File: src/hw/rtl/chbi_pkg.sv
// Shared constants, codes and the CRC byte fold for the CRC bucket index block.
package chbi_pkg;

  localparam int unsigned CRC_W      = 32;
  localparam int unsigned CAP_W      = 25;
  localparam int unsigned KEY_W      = 8;
  localparam int unsigned CFG_IDX_W  = 2;
  localparam int unsigned CFG_DATA_W = CAP_W;
  localparam int unsigned POLY_SEL_W = 2;

  // Configuration register indexes.
  localparam logic [CFG_IDX_W-1:0] REG_POLY_SEL  = 2'd0;
  localparam logic [CFG_IDX_W-1:0] REG_TABLE_CAP = 2'd1;

  // Polynomial select codes.
  localparam logic [POLY_SEL_W-1:0] POLY_CRC32  = 2'd0;
  localparam logic [POLY_SEL_W-1:0] POLY_CRC32C = 2'd1;
  localparam logic [POLY_SEL_W-1:0] POLY_CRC32K = 2'd2;
  localparam logic [POLY_SEL_W-1:0] POLY_CRC32Q = 2'd3;

  localparam logic [CRC_W-1:0] GEN_CRC32  = 32'h04C1_1DB7;
  localparam logic [CRC_W-1:0] GEN_CRC32C = 32'h1EDC_6F41;
  localparam logic [CRC_W-1:0] GEN_CRC32K = 32'h741B_8CD7;
  localparam logic [CRC_W-1:0] GEN_CRC32Q = 32'h8141_41AB;

  localparam logic [CRC_W-1:0] CRC_INIT      = 32'h0000_0000;
  localparam logic [CAP_W-1:0] CAP_RESET     = 25'd65536;

  function automatic logic [CRC_W-1:0] poly_of(input logic [POLY_SEL_W-1:0] sel);
    logic [CRC_W-1:0] poly;
    case (sel)
      POLY_CRC32:  poly = GEN_CRC32;
      POLY_CRC32C: poly = GEN_CRC32C;
      POLY_CRC32K: poly = GEN_CRC32K;
      POLY_CRC32Q: poly = GEN_CRC32Q;
      default:     poly = GEN_CRC32;
    endcase
    return poly;
  endfunction

  // Fold one byte, MSB first, into a non-reflected CRC.
  function automatic logic [CRC_W-1:0] fold_byte(input logic [CRC_W-1:0] crc,
                                                 input logic [KEY_W-1:0] kbyte,
                                                 input logic [CRC_W-1:0] poly);
    logic [CRC_W-1:0] c;
    c = crc ^ {kbyte, {(CRC_W-KEY_W){1'b0}}};
    for (int b = 0; b < KEY_W; b++) begin
      if (c[CRC_W-1]) begin
        c = {c[CRC_W-2:0], 1'b0} ^ poly;
      end else begin
        c = {c[CRC_W-2:0], 1'b0};
      end
    end
    return c;
  endfunction

endpackage

File: src/hw/rtl/chbi_mod_unit.sv
// Bit-serial restoring remainder unit: 32-bit dividend modulo a 25-bit divisor.
module chbi_mod_unit (
  input  logic                       clk_i,
  input  logic                       rst_ni,
  input  logic                       start_i,
  input  logic [chbi_pkg::CRC_W-1:0] dividend_i,
  input  logic [chbi_pkg::CAP_W-1:0] divisor_i,
  output logic                       busy_o,
  output logic [chbi_pkg::CAP_W-1:0] rem_o
);
  import chbi_pkg::*;

  localparam int unsigned CNT_W = $clog2(CRC_W);

  logic                 busy_q, busy_d;
  logic [CNT_W-1:0]     cnt_q, cnt_d;
  logic [CRC_W-1:0]     num_q, num_d;
  logic [CAP_W-1:0]     div_q, div_d;
  logic [CAP_W-1:0]     rem_q, rem_d;
  logic [CAP_W:0]       trial;
  logic [CAP_W:0]       diff;

  // One shift-compare-subtract step per cycle.
  assign trial = {rem_q, num_q[CRC_W-1]};
  assign diff  = trial - {1'b0, div_q};

  always_comb begin
    busy_d = busy_q;
    cnt_d  = cnt_q;
    num_d  = num_q;
    div_d  = div_q;
    rem_d  = rem_q;
    if (start_i) begin
      busy_d = 1'b1;
      cnt_d  = '0;
      num_d  = dividend_i;
      div_d  = divisor_i;
      rem_d  = '0;
    end else if (busy_q) begin
      num_d = {num_q[CRC_W-2:0], 1'b0};
      if (trial >= {1'b0, div_q}) begin
        rem_d = diff[CAP_W-1:0];
      end else begin
        rem_d = trial[CAP_W-1:0];
      end
      cnt_d = cnt_q + 1'b1;
      if (cnt_q == CNT_W'(CRC_W - 1)) begin
        busy_d = 1'b0;
      end
    end
  end

  always_ff @(posedge clk_i or negedge rst_ni) begin
    if (!rst_ni) begin
      busy_q <= 1'b0;
      cnt_q  <= '0;
    end else begin
      busy_q <= busy_d;
      cnt_q  <= cnt_d;
    end
  end

  always_ff @(posedge clk_i) begin
    num_q <= num_d;
    div_q <= div_d;
    rem_q <= rem_d;
  end

  assign busy_o = busy_q;
  assign rem_o  = rem_q;

endmodule

File: src/hw/rtl/crc32_hash_bucket_index.sv
// Top level of the CRC-32 hash bucket index block.
//
// Key bytes arrive one per request on the slave stream, MSB first into a
// non-reflected 32-bit CRC (init zero, no final XOR) whose generator is picked
// by poly_select. A byte without tlast is folded into the running CRC and the
// next byte is taken in the following cycle. A byte with tlast closes the key:
// the CRC is then reduced modulo table_capacity by a bit-serial remainder unit,
// one dividend bit per cycle, so the slave side stays not ready through the
// remainder steps and the step that moves the result to the output register,
// and longer if a previous result still waits there. A zero capacity acts as 1.
// Configuration writes are always taken; write them only while idle.
module crc32_hash_bucket_index #(
  parameter int unsigned INDEX_WIDTH = 24
) (
  input  logic                            clk_i,
  input  logic                            rst_ni,
  // configuration write channel
  input  logic                            cfg_valid_i,
  output logic                            cfg_ready_o,
  input  logic [chbi_pkg::CFG_IDX_W-1:0]  cfg_index_i,
  input  logic [chbi_pkg::CFG_DATA_W-1:0] cfg_data_i,
  // key byte stream
  input  logic                            s_axis_tvalid,
  output logic                            s_axis_tready,
  input  logic [7:0]                      s_axis_tdata,  // [7:0] key_byte
  input  logic                            s_axis_tlast,  // last_byte
  // result stream
  output logic                            m_axis_tvalid,
  input  logic                            m_axis_tready,
  // bucket_index [INDEX_WIDTH-1:0], raw_crc above it, zero pad to bytes
  output logic [((INDEX_WIDTH+32+7)/8)*8-1:0] m_axis_tdata
);
  import chbi_pkg::*;

  localparam int unsigned OUT_W = ((INDEX_WIDTH + CRC_W + 7) / 8) * 8;
  localparam int unsigned PAD_W = OUT_W - INDEX_WIDTH - CRC_W;

  localparam logic ST_IDLE = 1'b0;
  localparam logic ST_DIV  = 1'b1;

  logic                    state_q, state_d;
  logic [POLY_SEL_W-1:0]   poly_sel_q;
  logic [CAP_W-1:0]        cap_q;
  logic [CRC_W-1:0]        crc_q, crc_d;
  logic [CRC_W-1:0]        res_crc_q, res_crc_d;
  logic                    out_valid_q, out_valid_d;
  logic [INDEX_WIDTH-1:0]  out_idx_q, out_idx_d;
  logic [CRC_W-1:0]        out_crc_q, out_crc_d;

  logic                    in_acc;
  logic [CRC_W-1:0]        crc_fold;
  logic                    div_start;
  logic                    div_busy;
  logic [CAP_W-1:0]        div_rem;
  logic [CAP_W-1:0]        divisor;
  logic [CRC_W-1:0]        rem_wide;
  logic                    slot_free;

  assign cfg_ready_o = 1'b1;

  always_ff @(posedge clk_i or negedge rst_ni) begin
    if (!rst_ni) begin
      poly_sel_q <= POLY_CRC32;
      cap_q      <= CAP_RESET;
    end else if (cfg_valid_i) begin
      case (cfg_index_i)
        REG_POLY_SEL:  poly_sel_q <= cfg_data_i[POLY_SEL_W-1:0];
        REG_TABLE_CAP: cap_q      <= cfg_data_i[CAP_W-1:0];
        default: ;
      endcase
    end
  end

  assign s_axis_tready = (state_q == ST_IDLE);
  assign in_acc        = s_axis_tvalid && s_axis_tready;
  assign crc_fold      = fold_byte(crc_q, s_axis_tdata, poly_of(poly_sel_q));
  assign divisor       = (cap_q == '0) ? CAP_W'(1) : cap_q;
  assign div_start     = in_acc && s_axis_tlast;
  assign slot_free     = !out_valid_q || m_axis_tready;
  assign rem_wide      = {{(CRC_W-CAP_W){1'b0}}, div_rem};

  chbi_mod_unit u_mod (
    .clk_i      (clk_i),
    .rst_ni     (rst_ni),
    .start_i    (div_start),
    .dividend_i (crc_fold),
    .divisor_i  (divisor),
    .busy_o     (div_busy),
    .rem_o      (div_rem)
  );

  always_comb begin
    state_d     = state_q;
    crc_d       = crc_q;
    res_crc_d   = res_crc_q;
    out_valid_d = out_valid_q && !m_axis_tready;
    out_idx_d   = out_idx_q;
    out_crc_d   = out_crc_q;
    case (state_q)
      ST_IDLE: begin
        if (in_acc) begin
          if (s_axis_tlast) begin
            // clear the running CRC for the next key
            crc_d     = CRC_INIT;
            res_crc_d = crc_fold;
            state_d   = ST_DIV;
          end else begin
            crc_d = crc_fold;
          end
        end
      end
      ST_DIV: begin
        if (!div_busy && slot_free) begin
          out_valid_d = 1'b1;
          out_idx_d   = rem_wide[INDEX_WIDTH-1:0];
          out_crc_d   = res_crc_q;
          state_d     = ST_IDLE;
        end
      end
      default: state_d = ST_IDLE;
    endcase
  end

  always_ff @(posedge clk_i or negedge rst_ni) begin
    if (!rst_ni) begin
      state_q     <= ST_IDLE;
      crc_q       <= CRC_INIT;
      out_valid_q <= 1'b0;
    end else begin
      state_q     <= state_d;
      crc_q       <= crc_d;
      out_valid_q <= out_valid_d;
    end
  end

  always_ff @(posedge clk_i) begin
    res_crc_q <= res_crc_d;
    out_idx_q <= out_idx_d;
    out_crc_q <= out_crc_d;
  end

  assign m_axis_tvalid = out_valid_q;
  if (PAD_W > 0) begin : g_pad
    assign m_axis_tdata = {{PAD_W{1'b0}}, out_crc_q, out_idx_q};
  end else begin : g_nopad
    assign m_axis_tdata = {out_crc_q, out_idx_q};
  end

endmodule

File: config.mk
export PLATFORM = sky130hd
export DESIGN_NAME = crc32_hash_bucket_index
export DESIGN_NICKNAME = d
export VERILOG_FILES = /design/src/hw/rtl/chbi_pkg.sv /design/src/hw/rtl/chbi_mod_unit.sv /design/src/hw/rtl/crc32_hash_bucket_index.sv
export SDC_FILE = /design/constraint.sdc
export NUM_CORES = 1
export LEC_CHECK = 0
export BUFFER_PORTS_ARGS = -buffer_cell sky130_fd_sc_hd__buf_2
export CAP_MARGIN = 15
export CORE_AREA = 3 3 179 181
export CTS_CLUSTER_DIAMETER = 150
export CTS_CLUSTER_SIZE = 14
export DETAILED_ROUTE_END_ITERATION = 16
export DIE_AREA = 0 0 182 184
export PLACE_DENSITY = 0.67
export SETUP_SLACK_MARGIN = 0.1
export SYNTH_ARGS = -nofsm -noshare
export SYNTH_HDL_FRONTEND = slang
export SYNTH_SLANG_ARGS = --single-unit
export TNS_END_PERCENT = 10
File: constraint.sdc
create_clock -name clk_i -period 3.8 [get_ports clk_i]
set_clock_uncertainty 0.05 [all_clocks]
set_input_delay 0.57 -clock clk_i [delete_from_list [all_inputs] [get_ports clk_i]]
set_output_delay 0.57 -clock clk_i [all_outputs]
set_load 0.02 [all_outputs]
==> impl_metrics.csv, run 1 <==
group,metric,value,unit
floorplanning,start_util,0.437,
min_path,min-delay-path-class,"in2async",
grt,grt_start_max_net_pins,68,
floorplanning,die-area,33500,sq um
timing,hold_viol,0,
clocking,cts_tree,"yes",
layout,final_common_cell,"buf_4",
setup_path,worstPathMaxFanout,4,
layout,finish.utilization,0.553,
floorplanning,coreArea,30600,sq um
synthesis,synthArstFlopShare,0.283,
clocking,cts-root-buf,"clkbuf_16",
floorplanning,io_pins,100,
layout,syn2layout_area_growth,26.7,%
detailed_routing,drc,0,
setup_path,worst-endpoint-required,4.09,ns
setup_path,crit_type,"reg2reg",
clocking,path_clk_slew,0.07,ns
grt,grt_pass1_vias,9783,
timing,rsz0062_at_grt,"true",
layout,diodes,0,
synthesis,syn_inst,1291,
clocking,cts_buffers,20,
timing,clock.fmax,264,MHz
place,pre_cts_ws,-0.307,ns
detailed_routing,drt-pass1-iter-count,7,
timing,tns,0,ns
synthesis,ys_seq_area_frac,0.489,
place,place_congestion,0.963,
synthesis,synth_area_per_cell,10.3,sq um
synthesis,synth_ff_type,"edfxtp_1",
grt,grt_overflow,0,
timing,drv_slew,0,
timing,fin_crit_sh,0.999,
place,port_buffers,98,
synthesis,synth_cell_types,79,
detailed_routing,wirelength,36.3,mm
grt,antenna_found_initial,0,
place,hpwl,26.7,mm
detailed_routing,ant_nets,0,
setup_path,cp-start-kind,"flop",
timing,slew_headroom,0.382,
layout,final_cell_mix,"buf_4 (185), edfxtp_1 (145), nand2_1 (144)",
floorplanning,die_w,182,microns
timing,fin_crit,3.79,ns
clocking,htreeDepth,1,
run,maxCapViolCount,0,
timing,setup_viol_count_final,0,
timing,tightest_slew,0.923,ns
synthesis,synth_warnings,0,
synthesis,synth_edf_count,145,
synthesis,postSynthNetCount,1366,
layout,finalNetCount,1602,
floorplanning,die_h,184,microns
status,outcome,"finished clean",
clocking,clkLatencyLatePin,0.50,ns
detailed_routing,vias_per_cell,5.30,
grt,grt_pass1_wl,55.8,mm
setup_path,worstPathArrival,4.09,ns
floorplanning,num_rows,64,
detailed_routing,vias,10300,
detailed_routing,drt-initial-drc-count,883,
grt,grt_use_total,0.209,
clocking,cts_sinks,237,
detailed_routing,drt-wirelength-per-cell,18.7,microns
clocking,cts_buffer_depth,3,
synthesis,synth_area,13400,sq um
layout,drive_above_1_share,0.320,
timing,setup_slack,0.00567,ns
setup_path,end_kind,"flop",
synthesis,ys_ff_latch,237,
synthesized netlist by cell type, drive strengths merged (3+ instances only):
cell	n	share of area
o31ai	5	0.0028
a31oi	6	0.0028
o31a	3	0.0020
o21a	8	0.0045
a22o	11	0.0072
nand3	15	0.0056
dfxtp	25	0.037
mux2	37	0.031
o221ai	6	0.0039
o211ai	3	0.0017
xnor2	153	0.11
nor2	91	0.026
a211oi	4	0.0022
xor2	40	0.029
a21oi	74	0.028
buf	15	0.0059
inv	71	0.020
a221oi	3	0.0020
nor4	9	0.0042
nand4	10	0.0047
and2	5	0.0023
dfrtp	66	0.12
a21boi	7	0.0039
a21o	13	0.0073
and3	3	0.0014
o21ai	105	0.039
nor3	19	0.0071
nand2	154	0.044
ha	33	0.031
nor2b	8	0.0037
o311a	3	0.0022
clkbuf	68	0.019
xnor3	9	0.015
mux2i	20	0.015
edfxtp	145	0.33
nand2b	7	0.0033
sequential cells by signal, summed over array words and instances, names as in the netlist, 5 cells and up:
name,cells
out_crc_q,32
cap_q,25
crc_q,32
out_idx_q,24
u_mod.num_q,32
res_crc_q,32
u_mod.cnt_q,5
u_mod.rem_o,25
u_mod.div_q,25
repair_timing:
item,CTS,global route
gates resized for setup,69,88
gates cloned,1,1
buffers inserted,14,15
pin swaps,32,52
endpoints found under the setup margin,93,111
hold buffers,0,0
cells by family after synthesis:
group | share of synthesized area
AO/OA/AOI/OAI | 0.124
XOR/XNOR | 0.153
adder cells (fa/ha/maj) | 0.0324
buffers and inverters | 0.0452
flip-flops | 0.489
multiplexers | 0.0465
other | 0.000281
AND/OR/NAND/NOR | 0.109
metal layers:
layer	part of all wire	vias up	global-route usage	wire length, microns
met2	0.45	373	0.323	16200
met3	0.077	58	0.0277	2780
met4	0.022	0	0.0436	810
li1	-	4928	-	-
met1	0.46	4912	0.318	16500
met5	0	-	0	0
worst paths after layout:
| kind | start | slack (ns) | to | cells past startpoint |
|---|---|---|---|---|
| worst max-delay path | crc_q[30]$_DFFE_PN0P_ | 0.006 | u_mod.num_q[17]$_DFFE_PP_ | 14 |
| min in group clk_i | cfg_data_i[11] | 0.25 | cap_q[11]$_DFFE_PN0P_ | 2 |
| worst min register to register | res_crc_q[24]$_DFFE_PP_ | 0.36 | out_crc_q[24]$_DFFE_PP_ | 0 |
| worst max register to register | crc_q[30]$_DFFE_PN0P_ | 0.006 | u_mod.num_q[17]$_DFFE_PP_ | 14 |
| max in group asynchronous | rst_ni | 2.89 | poly_sel_q[1]$_DFFE_PN0P_ | 1 |
| worst min-delay path | rst_ni | 0.11 | crc_q[26]$_DFFE_PN0P_ | 1 |
cell type report:
cell class / count / area (sq um)
Clock buffer: 36 / 582
Fill cell: 2642 / 13700
Inverter: 72 / 274
Multi-Input combinational cell: 899 / 6950
Sequential cell: 237 / 6540
Tap cell: 396 / 495
Timing Repair Buffer: 297 / 2090
worst max-delay path, cell delays in order (launching register included):
cell	delay [ns]
dfrtp_2	0.51
buf_6	0.15
xor2_4	0.15
xnor3_2	0.49
a21oi_4	0.22
nor3_2	0.07
buf_4	0.15
buf_4	0.14
nor2_4	0.15
xor2_4	0.22
xnor3_2	0.50
xnor2_1	0.15
nor2_1	0.13
xnor3_2	0.41
o21ai_2	0.13
through the flow:
| step | area, sq um | hold slack, ns | std cells |
|---|---|---|---|
| finish | 16900 | 0.106 | 1937 |
| global route | 16900 | 0.172 | 1937 |
| CTS | 16400 | 0.155 | 1921 |
| detailed placement | 15300 | 0.356 | 1870 |
| global placement | 15300 | 0.352 | 1870 |
| floorplan | 13400 | 0.224 | 1291 |
Power of run 1 is left out: the tool's default activity adds up to more than one toggle a clock period on the data nets, which glitch-free logic cannot reach.
==> inputs of run 2 (changes only) <==
Settings changed: CORE_AREA 3 3 179 181 to 2 2 178 180, DIE_AREA 0 0 182 184 to 0 0 180 182.
==> run 2 against run 1 <==
Effect of this change:
- the flow now finishes with violations (negative setup slack)
- core utilization barely moved
- flip-flop and latch count did not move
- cell area grew 1.4%
- first-iteration DRC count is 3.3% lower
- via count grew 0.45%
- critical endpoint is now u_mod.num_q[5]$_DFFE_PP_
- largest cell class unchanged
==> impl_metrics.csv, run 2 (same netlist as run 1, synthesis figures left out) <==
group,metric,value,unit
grt,antenna_found_initial,1,
clocking,cts_buffer_depth,3,
run,maxCapViolCount,0,
layout,final_common_cell,"buf_4",
setup_path,crit_type,"reg2reg",
setup_path,worst-endpoint-required,3.97,ns
floorplanning,die_h,182,microns
place,port_buffers,98,
detailed_routing,vias_per_cell,5.31,
timing,clock.fmax,258,MHz
timing,slew_headroom,0.378,
clocking,cts-root-buf,"clkbuf_16",
setup_path,end_kind,"flop",
grt,grt_pass1_vias,9721,
timing,tightest_slew,0.933,ns
timing,drv_slew,0,
detailed_routing,drc,0,
timing,setup_viol_count_final,6,
place,hpwl,26.3,mm
detailed_routing,highest_layer,"met4",
grt,grt_start_max_net_pins,68,
layout,finalNetCount,1600,
detailed_routing,wl_met1,16.4,mm
min_path,min-delay-path-class,"in2async",
clocking,cts_hold_buf,0,
setup_path,cp-start-kind,"flop",
detailed_routing,drt-initial-drc-count,854,
layout,final_cell_mix,"buf_4 (176), edfxtp_1 (145), nand2_1 (137)",
setup_path,worstPathArrival,4.05,ns
grt,grt_use_total,0.211,
floorplanning,die_w,180,microns
detailed_routing,wirelength,35.6,mm
status,outcome,"finished with violations",
timing,tns,-0.220,ns
timing,fin_crit,3.88,ns
detailed_routing,routed-wl-met2,15.6,mm
floorplanning,start_util,0.431,
timing,hold_viol,0,
clocking,htreeDepth,1,
floorplanning,coreArea,31000,sq um
layout,fill_cells,2611,
place,pre_cts_ws,-0.352,ns
layout,seq_area,6540,sq um
detailed_routing,ant_nets,0,
detailed_routing,drt-pass1-iter-count,5,
detailed_routing,vias,10300,
grt,grt_overflow,0,
clocking,cts_buffers,20,
layout,drive_above_1_share,0.331,
clocking,cts_tree,"yes",
timing,rsz0062_at_grt,"true",
floorplanning,num_rows,65,
detailed_routing,drt-wirelength-per-cell,18.4,microns
clocking,path_clk_slew,0.08,ns
layout,multi_input_comb_area,7180,sq um
floorplanning,die-area,32800,sq um
layout,syn2layout_area_growth,28.4,%
timing,fin_crit_sh,1.02,
setup_path,worstPathMaxFanout,7,
grt,grt_pass1_wl,54.6,mm
clocking,cts_sinks,237,
place,place_congestion,0.958,
timing,setup_slack,-0.0796,ns
clocking,clkLatencyLatePin,0.50,ns
floorplanning,io_pins,100,
detailed_routing,route.met3.wl,2.72,mm
status,failed_checks,"negative setup slack",
==> run 2: changes by cell type in the layout (fill, tap and decap cells not counted), sizes merged <==
cell / before / now
buf: 296 / 295
clkbuf: 37 / 36
diode: 0 / 1
==> run 2: stage by stage <==
step | cells | hold WS [ns] | util | area [sq um]
finish | 1942 | 0.101 | 0.554 | 17200
detailed placement | 1873 | 0.355 | 0.495 | 15300
global route | 1942 | 0.183 | 0.554 | 17200
floorplan | 1291 | 0.224 | - | 13400
CTS | 1920 | 0.183 | 0.524 | 16200
global placement | 1873 | 0.353 | 0.495 | 15300
==> run 2: per-layer routing <==
metal	track usage	vias to the layer above
li1	-	4927
met2	0.317	371
met4	0.0605	0
met1	0.313	4956
met3	0.0347	63
met5	0	-
==> run 2: path summary, 6_finish.rpt <==
| kind | slack [ns] | start | endpoint | cells past startpoint |
|---|---|---|---|---|
| worst max-delay path | -0.08 | crc_q[31]$_DFFE_PN0P_ | u_mod.num_q[5]$_DFFE_PP_ | 15 |
| worst min register to register | 0.37 | res_crc_q[3]$_DFFE_PP_ | out_crc_q[3]$_DFFE_PP_ | 0 |
| min in group clk_i | 0.26 | cfg_data_i[9] | cap_q[9]$_DFFE_PN0P_ | 2 |
| worst max register to register | -0.08 | crc_q[31]$_DFFE_PN0P_ | u_mod.num_q[5]$_DFFE_PP_ | 15 |
| max in group asynchronous | 2.87 | rst_ni | poly_sel_q[1]$_DFFE_PN0P_ | 1 |
| worst min-delay path | 0.10 | rst_ni | crc_q[27]$_DFFE_PN0P_ | 1 |
==> run 2: timing repair <==
item	4_1_cts	5_1_grt
endpoints found under the hold margin	0	0
resized for setup	38	153
pin swaps	14	52
buffers inserted	11	21
endpoints found under the setup margin	96	116
==> run 2: cell type report <==
class                   count  area share
multi-input cells         899       0.418
flip-flops and latches    237       0.381
repair buffers            295       0.121
well taps                 402      0.0293
clock buffers              36      0.0339
inverters                  72      0.0158
diodes                      1    0.000146
==> run 2: critical path, cell delays in order, from the launching register on <==
cell and delay, ns:
dfrtp_2 0.53, xnor2_4 0.22, buf_6 0.14, nor2_4 0.08, xnor3_2 0.46, and2_4 0.17, xnor3_1 0.39, nand2_2 0.12
xor2_4 0.22, buf_4 0.19, xnor2_1 0.11, o21ai_0 0.11, xnor2_1 0.32, xnor2_1 0.22, buf_4 0.17, o21ai_0 0.10
Power of run 2 is left out for the same reason.
